`src/rtl/core/rwl_pkg.sv`:
```
// Shared widths, codes and item types of the reader-writer lock unit.
`timescale 1ns / 1ps

package rwl_pkg;

    localparam int NUM_WORKERS = 16;
    localparam int ID_BITS     = 4;
    localparam int READER_BITS = 16;
    localparam int NEST_BITS   = 8;
    localparam int PEND_BITS   = 5;
    localparam int OP_BITS     = 2;
    localparam int STAT_BITS   = 2;

    localparam int IN_BITS     = OP_BITS + ID_BITS;
    localparam int IN_BYTES    = (IN_BITS + 7) / 8;
    localparam int IN_DATA_W   = IN_BYTES * 8;
    localparam int OUT_BITS    = STAT_BITS + ID_BITS + READER_BITS + PEND_BITS;
    localparam int OUT_BYTES   = (OUT_BITS + 7) / 8;
    localparam int OUT_DATA_W  = OUT_BYTES * 8;

    typedef enum logic [OP_BITS-1:0] {
        OP_WRITE_LOCK   = 2'd0,
        OP_WRITE_UNLOCK = 2'd1,
        OP_READ_LOCK    = 2'd2,
        OP_READ_UNLOCK  = 2'd3
    } t_op;

    typedef enum logic [STAT_BITS-1:0] {
        ST_OK   = 2'd0,
        ST_BUSY = 2'd1,
        ST_ERR  = 2'd2
    } t_status;

    typedef struct packed {
        logic [ID_BITS-1:0] worker_id;
        t_op                operation;
    } t_item;

    typedef struct packed {
        logic [PEND_BITS-1:0]   waiting_writers;
        logic [READER_BITS-1:0] readers_now;
        logic [ID_BITS-1:0]     owner_now;
        t_status                status;
    } t_result;

endpackage

```
`src/rtl/core/rwl_in_stage.sv`:
```
// Input register stage that holds one lock request item.
`timescale 1ns / 1ps

module rwl_in_stage (
    input  logic           i_clk,
    input  logic           i_rst_n,
    input  logic           i_valid,
    output logic           o_ready,
    input  rwl_pkg::t_item i_item,
    input  logic           i_advance,
    output logic           o_valid,
    output rwl_pkg::t_item o_item
);
    import rwl_pkg::*;

    logic  r_valid;
    t_item r_item;

    assign o_ready = !r_valid || i_advance;
    assign o_valid = r_valid;
    assign o_item  = r_item;

    always_ff @(posedge i_clk) begin
        if (!i_rst_n) begin
            r_valid <= 1'b0;
        end else if (o_ready) begin
            r_valid <= i_valid;
        end
    end

    always_ff @(posedge i_clk) begin
        if (o_ready && i_valid) begin
            r_item <= i_item;
        end
    end

endmodule

```
`src/rtl/core/rwl_state.sv`:
```
// Lock state registers and the single-pass request evaluation.
`timescale 1ns / 1ps

module rwl_state (
    input  logic             i_clk,
    input  logic             i_rst_n,
    input  rwl_pkg::t_item   i_item,
    input  logic             i_advance,
    output rwl_pkg::t_result o_result
);
    import rwl_pkg::*;

    localparam logic [PEND_BITS-1:0]   PEND_ONE = PEND_BITS'(1);
    localparam logic [READER_BITS-1:0] RD_ONE   = READER_BITS'(1);
    localparam logic [READER_BITS-1:0] RD_MAX   = '1;
    localparam logic [NEST_BITS-1:0]   NEST_ONE = NEST_BITS'(1);
    localparam logic [NEST_BITS-1:0]   NEST_MAX = '1;
    localparam logic [ID_BITS:0]       ID_LIMIT = (ID_BITS+1)'(NUM_WORKERS);

    logic [ID_BITS-1:0]     r_owner,      n_owner;
    logic [READER_BITS-1:0] r_readers,    n_readers;
    logic [PEND_BITS-1:0]   r_pend_total, n_pend_total;
    logic [NUM_WORKERS-1:0] r_pend_mark,  n_pend_mark;
    logic [NEST_BITS-1:0]   r_wr_nest,    n_wr_nest;
    logic [NEST_BITS-1:0]   r_rd_nest,    n_rd_nest;
    t_status                status;
    logic                   id_ok;
    logic                   is_owner;
    logic [ID_BITS-1:0]     id;

    assign id       = i_item.worker_id;
    assign id_ok    = (id != '0) && ({1'b0, id} < ID_LIMIT);
    assign is_owner = (r_owner == id);

    always_comb begin
        n_owner      = r_owner;
        n_readers    = r_readers;
        n_pend_total = r_pend_total;
        n_pend_mark  = r_pend_mark;
        n_wr_nest    = r_wr_nest;
        n_rd_nest    = r_rd_nest;
        status       = ST_OK;
        if (!id_ok) begin
            status = ST_ERR;
        end else begin
            case (i_item.operation)
                OP_WRITE_LOCK: begin
                    if (is_owner) begin
                        if (r_wr_nest == NEST_MAX) begin
                            status = ST_ERR;
                        end else begin
                            n_wr_nest = r_wr_nest + NEST_ONE;
                        end
                    end else if (r_owner == '0 && r_readers == '0) begin
                        n_owner   = id;
                        n_wr_nest = NEST_ONE;
                        n_rd_nest = '0;
                        if (r_pend_mark[id]) begin
                            n_pend_mark[id] = 1'b0;
                            if (r_pend_total != '0) begin
                                n_pend_total = r_pend_total - PEND_ONE;
                            end
                        end
                    end else begin
                        status = ST_BUSY;
                        if (!r_pend_mark[id]) begin
                            n_pend_mark[id] = 1'b1;
                            n_pend_total    = r_pend_total + PEND_ONE;
                        end
                    end
                end
                OP_WRITE_UNLOCK: begin
                    if (!is_owner) begin
                        status = ST_ERR;
                    end else if (r_wr_nest <= NEST_ONE) begin
                        n_wr_nest = '0;
                        n_owner   = '0;
                        n_rd_nest = '0;
                    end else begin
                        n_wr_nest = r_wr_nest - NEST_ONE;
                    end
                end
                OP_READ_LOCK: begin
                    if (is_owner) begin
                        if (r_rd_nest == NEST_MAX) begin
                            status = ST_ERR;
                        end else begin
                            n_rd_nest = r_rd_nest + NEST_ONE;
                        end
                    end else if (r_owner != '0 || r_pend_total != '0) begin
                        status = ST_BUSY;
                    end else if (r_readers == RD_MAX) begin
                        status = ST_ERR;
                    end else begin
                        n_readers = r_readers + RD_ONE;
                    end
                end
                OP_READ_UNLOCK: begin
                    if (is_owner) begin
                        if (r_rd_nest == '0) begin
                            status = ST_ERR;
                        end else begin
                            n_rd_nest = r_rd_nest - NEST_ONE;
                        end
                    end else if (r_readers == '0) begin
                        status = ST_ERR;
                    end else begin
                        n_readers = r_readers - RD_ONE;
                    end
                end
                default: begin
                    status = ST_ERR;
                end
            endcase
        end
    end

    assign o_result.status          = status;
    assign o_result.owner_now       = n_owner;
    assign o_result.readers_now     = n_readers;
    assign o_result.waiting_writers = n_pend_total;

    always_ff @(posedge i_clk) begin
        if (!i_rst_n) begin
            r_owner      <= '0;
            r_readers    <= '0;
            r_pend_total <= '0;
            r_pend_mark  <= '0;
            r_wr_nest    <= '0;
            r_rd_nest    <= '0;
        end else if (i_advance) begin
            r_owner      <= n_owner;
            r_readers    <= n_readers;
            r_pend_total <= n_pend_total;
            r_pend_mark  <= n_pend_mark;
            r_wr_nest    <= n_wr_nest;
            r_rd_nest    <= n_rd_nest;
        end
    end

    a_owner_depth: assert property (@(posedge i_clk) disable iff (!i_rst_n)
        (r_owner != '0) == (r_wr_nest != '0))
        else $error("owner and write depth disagree");

    a_pend_count: assert property (@(posedge i_clk) disable iff (!i_rst_n)
        PEND_BITS'($countones(r_pend_mark)) == r_pend_total)
        else $error("pending count does not match pending marks");

    a_owner_excl: assert property (@(posedge i_clk) disable iff (!i_rst_n)
        r_owner != '0 |-> r_readers == '0)
        else $error("shared readers present while a writer owns the lock");

    a_rd_nest_free: assert property (@(posedge i_clk) disable iff (!i_rst_n)
        r_owner == '0 |-> r_rd_nest == '0)
        else $error("owner read depth left without an owner");

    a_hold: assert property (@(posedge i_clk) disable iff (!i_rst_n)
        !i_advance |=> $stable(r_owner) && $stable(r_readers) && $stable(r_pend_mark))
        else $error("lock state changed without an item");

endmodule

```
`src/rtl/core/rwl_out_stage.sv`:
```
// Result register stage that holds one result item until taken.
`timescale 1ns / 1ps

module rwl_out_stage (
    input  logic             i_clk,
    input  logic             i_rst_n,
    input  logic             i_valid,
    output logic             o_ready,
    input  rwl_pkg::t_result i_result,
    output logic             o_valid,
    input  logic             i_ready,
    output rwl_pkg::t_result o_result
);
    import rwl_pkg::*;

    logic    r_valid;
    t_result r_result;

    assign o_ready  = !r_valid || i_ready;
    assign o_valid  = r_valid;
    assign o_result = r_result;

    always_ff @(posedge i_clk) begin
        if (!i_rst_n) begin
            r_valid <= 1'b0;
        end else if (o_ready) begin
            r_valid <= i_valid;
        end
    end

    always_ff @(posedge i_clk) begin
        if (o_ready && i_valid) begin
            r_result <= i_result;
        end
    end

endmodule

```
`src/rtl/core/reader_writer_lock_unit.sv`:
```
// Top level of the reader-writer lock unit with writer preference.
`timescale 1ns / 1ps

// Takes one lock request item per clock while the result side takes results, and
// returns one result item for each: the request sits in an input register, the lock
// state (owner, reader count, pending writers, nesting depths) is evaluated and
// updated in one pass, and the answer lands in a result register. The single-pass
// update of the lock state sets the rate of one item per cycle; a stalled
// result side holds both stages without losing items.
module reader_writer_lock_unit (
    input  logic                              i_clk,
    input  logic                              i_rst_n,
    input  logic                              i_s_axis_tvalid,
    output logic                              o_s_axis_tready,
    // [1:0] operation, [5:2] worker_id, zero fill above
    input  logic [rwl_pkg::IN_DATA_W-1:0]     i_s_axis_tdata,
    output logic                              o_m_axis_tvalid,
    input  logic                              i_m_axis_tready,
    // [1:0] status, [5:2] owner_now, [21:6] readers_now,
    // [26:22] waiting_writers, zero fill above
    output logic [rwl_pkg::OUT_DATA_W-1:0]    o_m_axis_tdata
);
    import rwl_pkg::*;

    t_item   in_item;
    t_item   held_item;
    t_result calc_result;
    t_result out_result;
    logic    held_valid;
    logic    out_ready;
    logic    advance;

    assign in_item = t_item'(i_s_axis_tdata[IN_BITS-1:0]);
    assign advance = held_valid && out_ready;

    rwl_in_stage u_in (
        .i_clk     (i_clk),
        .i_rst_n   (i_rst_n),
        .i_valid   (i_s_axis_tvalid),
        .o_ready   (o_s_axis_tready),
        .i_item    (in_item),
        .i_advance (advance),
        .o_valid   (held_valid),
        .o_item    (held_item)
    );

    rwl_state u_state (
        .i_clk     (i_clk),
        .i_rst_n   (i_rst_n),
        .i_item    (held_item),
        .i_advance (advance),
        .o_result  (calc_result)
    );

    rwl_out_stage u_out (
        .i_clk    (i_clk),
        .i_rst_n  (i_rst_n),
        .i_valid  (held_valid),
        .o_ready  (out_ready),
        .i_result (calc_result),
        .o_valid  (o_m_axis_tvalid),
        .i_ready  (i_m_axis_tready),
        .o_result (out_result)
    );

    assign o_m_axis_tdata = {{(OUT_DATA_W-OUT_BITS){1'b0}}, out_result};

endmodule

```
`config.mk`:
```
export PLATFORM = sky130hd
export DESIGN_NAME = reader_writer_lock_unit
export DESIGN_NICKNAME = d
export VERILOG_FILES = /design/src/rtl/core/rwl_pkg.sv /design/src/rtl/core/rwl_in_stage.sv /design/src/rtl/core/rwl_state.sv /design/src/rtl/core/rwl_out_stage.sv /design/src/rtl/core/reader_writer_lock_unit.sv
export SDC_FILE = /design/constraint.sdc
export NUM_CORES = 1
export LEC_CHECK = 0
export BUFFER_PORTS_ARGS = -buffer_cell sky130_fd_sc_hd__buf_2
export CAP_MARGIN = 10
export CORE_MARGIN = 3
export CORE_UTILIZATION = 40
export DETAILED_ROUTE_END_ITERATION = 16
export SETUP_SLACK_MARGIN = 0.15
export SLEW_MARGIN = 20
export SYNTH_ARGS = -nofsm -noshare
export SYNTH_HDL_FRONTEND = slang
export SYNTH_SLANG_ARGS = --single-unit
```
`constraint.sdc`:
```
create_clock -name i_clk -period 7.6 [get_ports i_clk]
set_clock_uncertainty 0.2 [all_clocks]
set_input_delay 1.52 -clock i_clk [delete_from_list [all_inputs] [get_ports i_clk]]
set_output_delay 1.52 -clock i_clk [all_outputs]
set_load 0.05 [all_outputs]
```
==> PnR_summary.wiki, run 1 <==
{| class="wikitable"
! Metric !! Value
|-
| Combined global-route utilization of all metal layers || 18.6%
|-
| Area fraction in compound gates after synthesis || between 20% and 30%
|-
| CP Data Required Time || around 7.6 ns
|-
| Arrival time worst endpoint || 4.36 ns
|-
| Number of H-tree levels || 3
|-
| Ys flop type || dfxtp_1
|-
| Detailed Route WL || 14300 um
|-
| Most crowded layer after global routing || met2
|-
| Leak Pwr || 2.37 nW
|-
| Number of nets in the finished design || 706
|-
| Basic-gate share of the synthesized area counting and, or, nand and nor cells || between 20% and 30%
|-
| Setup total negative slack || 0 ns
|-
| Library cells used by synthesis || 70
|-
| Flip-flop and latch count after synthesis || 92
|-
| Number of gates given a new drive strength after cts || 0
|-
| HPWL after detailed placement || 10200 um
|-
| Share of the synthesized area in the top cell type || 21.0%
|-
| Highest clock rate || 232 MHz
|-
| Share of the core filled with cells in the final layout || 46.1%
|-
| Biggest area consumer among synthesized cells || dfxtp_1
|-
| CTS buffer count || 9
|-
| Count of max-cap constraint violations || 0
|-
| Biggest area contributors in the synthesized netlist || dfxtp_1, edfxtp_1, nand2_1
|-
| Crit. End Element || register
|-
| Number of remaining DRC errors || 0
|-
| Number of warnings printed during yosys synthesis || 0
|-
| Width of the die || 124 um
|-
| Clock Root Buffer || clkbuf_16
|-
| Transition at the pin with the smallest max-transition slack || 0.944 ns
|-
| Setup fix buffers added after clock tree synthesis || 0
|-
| Critical Path Fanout Max || 25
|-
| Number of antenna cells inserted || 0
|-
| Post-synthesis async set-or-reset flop share || 0%
|-
| Vias in the first global route || 4847
|-
| Number of enable-type register cells in the synthesized netlist || 33
|-
| Reg2reg start || u_in.o_item[0]$_DFFE_PP_
|-
| Number of rows created at floorplan || 42
|-
| Final clock period utilization by the worst path || 56.8%
|-
| Core area || 13500 um^2
|-
| Number of non-filler instances in the completed layout || 860
|-
| Largest family of logic cells by synthesized area || simple AND/OR/NAND/NOR gates
|-
| R2R cell count || 10
|-
| Instance count along the most critical hold path || 2
|-
| Ratio of cells with drive above 1 in the final layout || 10.7%
|-
| Boundary pin count || 46
|-
| Worst IR drop on VDD || 0.0926 mV
|-
| Worst slew margin relative to its limit || a little under two fifths
|-
| Wire length of the first global-routing pass || 24000 um
|-
| Synth Area per Inst || around 8.5 um^2
|-
| Post-layout total power || around 0.0013 W
|-
| Grt met2 use || 29.7%
|-
| Per-cell via count in the routed design || 5.80
|-
| Die ar. || 15500 um^2
|-
| Worst setup path class || in2reg
|-
| Clock tree from TritonCTS || yes
|-
| Largest net degree at the start of global routing || 66
|-
| Instance count after placement with tap cells included || 844
|-
| Met1 global-route usage || 24.7%
|-
| Register-to-register setup slack || 4.04 ns
|-
| Remaining global-route overflow || 0
|-
| Area share of xor/xnor cells in the synthesized design || under 10%
|-
| Cts-stage hold buffer count || 0
|-
| RSZ-0062 raised after global routing || false
|-
| Adder-Cell Fraction of Synth Area || approximately 3.5%
|-
| Number of vias in the routed layout || 4984
|-
| Class of the most critical hold timing path || reg2reg
|-
| Minimum clock period after layout || 4.32 ns
|-
| Detailed-routing iteration count for the pre-antenna-repair pass || 5
|-
| Maximum count of clock buffers along a single path || 2
|-
| Run status || complete, no violations
|-
| Violation count after the first detailed-route iteration || 374
|-
| Smallest hold slack || 0.268 ns
|-
| Final RePlAce weighted congestion || 0.905
|-
| Number of failing hold endpoints at the final stage || 0
|-
| Initial Util || 41.6%
|-
| Clock-pin transition on the worst setup and hold timing paths || 0.06 ns
|-
| Initial antenna violation count || 0
|-
| Endpoint of the worst register-to-register path || u_state.r_rd_nest[7]$_SDFFE_PN0P_
|-
| Launch point of the critical path || i_m_axis_tready
|-
| Number of cells produced by synthesis || 661
|-
| Pwr per Cell Area || 204 nW/um^2
|-
| Per-cell routed wire length || 16.6 um
|-
| Met3 GRT Util || 3.82%
|-
| Clk sinks || 92
|-
| Portion of netlist area occupied by mux cells || 3.12%
|-
| Portion of the post-synthesis area used by sequential elements || about two fifths
|-
| Antenna Violating Nets Remaining || 0
|-
| Area overhead of the layout relative to synthesis || 10.9%
|-
| Element type at the critical path start || input pin
|-
| Endpoints failing setup || 0
|-
| Die height || approximately 120 um
|-
| Number of buffers inserted by port buffering || 38
|-
| Cell area after synthesis || 5620 um^2
|-
| Max Transition Viols Final || 0
|-
| Insertion delay to the later sink of the worst-skew pair || 0.35 ns
|}
## metrics by stage
step	setup slack (ns)	instance area, um^2
after CTS	3.31	6230
final	3.28	6230
after global routing	3.06	6230
after detailed placement	2.94	5900
after global placement	3.01	5900
after floorplan	3.85	5630
## metal layers
layer | share of wire, % | vias up
met2 | 45 | 150
li1 | - | 2466
met1 | 47 | 2341
met5 | 0 | -
met3 | 5.4 | 27
met4 | 2.1 | 0
## cells in the mapped netlist, types with 9 or more instances
library cell	number
ha_1	14
dfxtp_1	59
o21ai_0	46
xor2_1	11
nor2_1	60
nand4_1	16
mux2i_1	13
nand3_1	35
inv_1	18
a21oi_1	36
nand2_1	65
a22oi_1	9
nor4_1	11
nor3_1	16
xnor2_1	21
a21boi_0	17
or3_1	11
edfxtp_1	33
clkbuf_1	31
nor2b_1	11
and2_1	15
## worst max-delay path, cell delays in order
cell	delay, ns
buf_2	0.09
nor2b_1	0.20
nand2b_1	0.64
inv_1	0.66
buf_4	0.41
nand2_1	0.39
a21oi_1	0.10
xor2_1	0.16
and2_1	0.16
## where the power goes
group | total (W) | internal (W) | switching (W)
clock network | 0.000494 | 0.000304 | 0.000191
logic | 0.000228 | 0.0000692 | 0.000159
registers | 0.000550 | 0.000530 | 0.0000197
## worst max path at each step
stage | slack (ns) | to | cells past startpoint
2_1_floorplan | 3.85 | o_s_axis_tready | 2
4_1_cts | 3.31 | u_state.r_readers[9]$_SDFFE_PN0P_ | 8
6_report | 3.28 | u_state.r_readers[5]$_SDFFE_PN0P_ | 9
5_1_grt | 3.06 | u_state.r_readers[5]$_SDFFE_PN0P_ | 9
3_3_place_gp | 3.01 | u_state.r_wr_nest[2]$_SDFFE_PN0P_ | 8
3_5_place_dp | 2.94 | u_state.r_readers[5]$_SDFFE_PN0P_ | 9
## layout make-up
cell class | count | area, um^2
Tap cell | 176 | 220
Clock buffer | 11 | 253
Timing Repair Buffer | 43 | 228
Clock inverter | 5 | 73.8
Fill cell | 1297 | 7280
Sequential cell | 92 | 2170
Multi-Input combinational cell | 514 | 3210
Inverter | 19 | 71.3
## layout by cell type, fill, tap and decap left out, drive strengths merged, types with 22 or more instances in the layout
master,synthesis,routed
dfxtp,59,59
o21ai,47,47
nand2,65,65
buf,9,43
a21oi,36,36
edfxtp,33,33
xnor2,22,22
nor2,60,60
nand3,35,35
## kinds of logic (layout without fill, tap and decap cells)
group / Yosys count / after routing
other: 1 / 5
XOR/XNOR: 33 / 33
AND/OR/NAND/NOR: 273 / 273
AO/OA/AOI/OAI: 173 / 173
flip-flops: 92 / 92
buffers and inverters: 59 / 78
multiplexers: 15 / 15
adder cells (fa/ha/maj): 15 / 15
Note: power is estimated with default switching activity, not from simulation.
==> inputs of run 2 (changes only) <==
Clock period 7.6 ns to 4.01 ns, I/O delays scaled along.
==> PnR_summary.wiki, run 2 (synthesis results as in run 1) <==
{| class="wikitable"
! Metric !! Value
|-
| Pwr per Cell Area || 384 nW/um^2
|-
| Worst IR drop on VDD || approximately 0.2 mV
|-
| Clk sinks || 92
|-
| Worst setup path class || reg2reg
|-
| Number of gates given a new drive strength after cts || 0
|-
| Transition at the pin with the smallest max-transition slack || approximately 0.74 ns
|-
| Worst slew margin relative to its limit || 49.9%
|-
| Final clock period utilization by the worst path || 86.5%
|-
| Number of nets in the finished design || 718
|-
| Maximum count of clock buffers along a single path || 2
|-
| Largest net degree at the start of global routing || 36
|-
| Minimum clock period after layout || roughly 3.5 ns
|-
| Number of H-tree levels || 3
|-
| Max Transition Viols Final || 0
|-
| Number of rows created at floorplan || between 40 and 50
|-
| Boundary pin count || 46
|-
| Detailed Route WL || 14800 um
|-
| Ratio of cells with drive above 1 in the final layout || 12.4%
|-
| CP Data Required Time || 3.92 ns
|-
| Class of the most critical hold timing path || reg2reg
|-
| Arrival time worst endpoint || 3.38 ns
|-
| Critical path's top delay family || simple AND/OR/NAND/NOR gates
|-
| Violation count after the first detailed-route iteration || 384
|-
| Slowest stage cell, crit path || nor4b_1
|-
| Fillers || 1338
|-
| Initial Util || roughly two fifths
|-
| Number of antenna cells inserted || 0
|-
| Core area || 13500 um^2
|-
| Leading cell types in the layout, fill and taps excluded || nand2_1, nor2_1, dfxtp_1
|-
| Detailed-routing iteration count for the pre-antenna-repair pass || 8
|-
| Highest clock rate || between 200 and 300 MHz
|-
| Share of the core filled with cells in the final layout || roughly 47%
|-
| Remaining global-route overflow || 0
|-
| Width of the die || 124 um
|-
| Number of buffers inserted by port buffering || 38
|-
| Setup total negative slack || 0 ns
|-
| Antenna Violating Nets Remaining || 0
|-
| Leak Pwr || 2.41 nW
|-
| Number of failing hold endpoints at the final stage || 0
|-
| Element type at the critical path start || register
|-
| Vias in the first global route || 4925
|-
| HPWL after detailed placement || 10700 um
|-
| Critical Path Fanout Max || 8
|-
| Wire length of the first global-routing pass || roughly 25000 um
|-
| Number of vias in the routed layout || 5053
|-
| Critical path buffer and inverter count || 0
|-
| Per-cell via count in the routed design || 5.79
|-
| Leading cell type in the layout, fill and taps excluded || nand2_1
|-
| Combined global-route utilization of all metal layers || 19.6%
|-
| Flip-flop and latch area || around 2200 um^2
|-
| Per-cell routed wire length || approximately 17 um
|-
| Ordered cell list for the critical path || or4_1 -> nor4_1 -> nand3_1 -> nor4b_1 -> nand2_1 -> a21oi_1 -> nor3_1
|-
| Clock Root Buffer || clkbuf_16
|-
| Run status || complete, no violations
|-
| Cts-stage hold buffer count || 0
|-
| Insertion delay to the later sink of the worst-skew pair || 0.35 ns
|-
| RSZ-0062 raised after global routing || false
|-
| Clock-pin transition on the worst setup and hold timing paths || 0.07 ns
|-
| Die ar. || 15500 um^2
|-
| Number of remaining DRC errors || 0
|-
| Count of max-cap constraint violations || 0
|-
| Crit. End Element || register
|-
| Die height || 124 um
|-
| CTS buffer count || 9
|-
| Total area of multi-input combinational cells || roughly 3200 um^2
|-
| Area overhead of the layout relative to synthesis || 12.5%
|-
| Initial antenna violation count || 0
|-
| Worst stage delay on the critical path || approximately 0.69 ns
|-
| Clock tree from TritonCTS || yes
|-
| Endpoints failing setup || 0
|-
| Setup fix buffers added after clock tree synthesis || 0
|-
| Final RePlAce weighted congestion || between 0.8 and 0.9
|}
run 2: layer usage:
layer  wire, um  global-route usage, %
met2       7140                   32.3
met5          0                      0
met1       6830                   25.9
met4        232                   6.51
met3        628                   3.56
run 2: report_power, final:
part | internal [W] | switching (W)
Combinational | 0.000144 | 0.000317
Sequential | 0.00100 | 0.0000309
Clock | 0.000562 | 0.000367
Total | 0.00171 | 0.000714
run 2: layout make-up:
class | count | share of cell area (%)
Clock buffer | 10 | 3.78
Clock inverter | 6 | 1.39
Inverter | 19 | 1.13
Multi-Input combinational cell | 514 | 50.8
Sequential cell | 92 | 34.4
Tap cell | 176 | 3.48
Timing Repair Buffer | 55 | 5.03
run 2: path summary, 6_finish.rpt:
check	from	to	slack, ns	cells after the start
setup / recovery	u_state.r_readers[11]$_SDFFE_PN0P_	u_out.o_result[26]$_DFFE_PP_	0.54	7
hold / removal	register	register	0.26	2
setup reg to reg	u_state.r_readers[11]$_SDFFE_PN0P_	u_out.o_result[26]$_DFFE_PP_	0.54	7
hold reg to reg	register	register	0.26	2
run 2: through the flow:
| step | area (um^2) | cells | power [W] | hold WS [ns] | setup WS (ns) |
|---|---|---|---|---|---|
| floorplan | 5630 | 665 | 0.00139 | 0.225 | 0.938 |
| global placement | 5990 | 856 | 0.00150 | 0.244 | 0.718 |
| detailed placement | 5990 | 856 | 0.00151 | 0.257 | 0.647 |
| CTS | 6320 | 872 | 0.00245 | 0.266 | 0.613 |
| global route | 6320 | 872 | 0.00255 | 0.294 | 0.347 |
| finish | 6320 | 872 | 0.00243 | 0.261 | 0.540 |
run 2: worst register-to-register path, stage by stage (launching register included):
cell	delay [ns]
dfxtp_1	0.38
or4_1	0.67
nor4_1	0.47
nand3_1	0.42
nor4b_1	0.69
nand2_1	0.12
a21oi_1	0.19
nor3_1	0.08
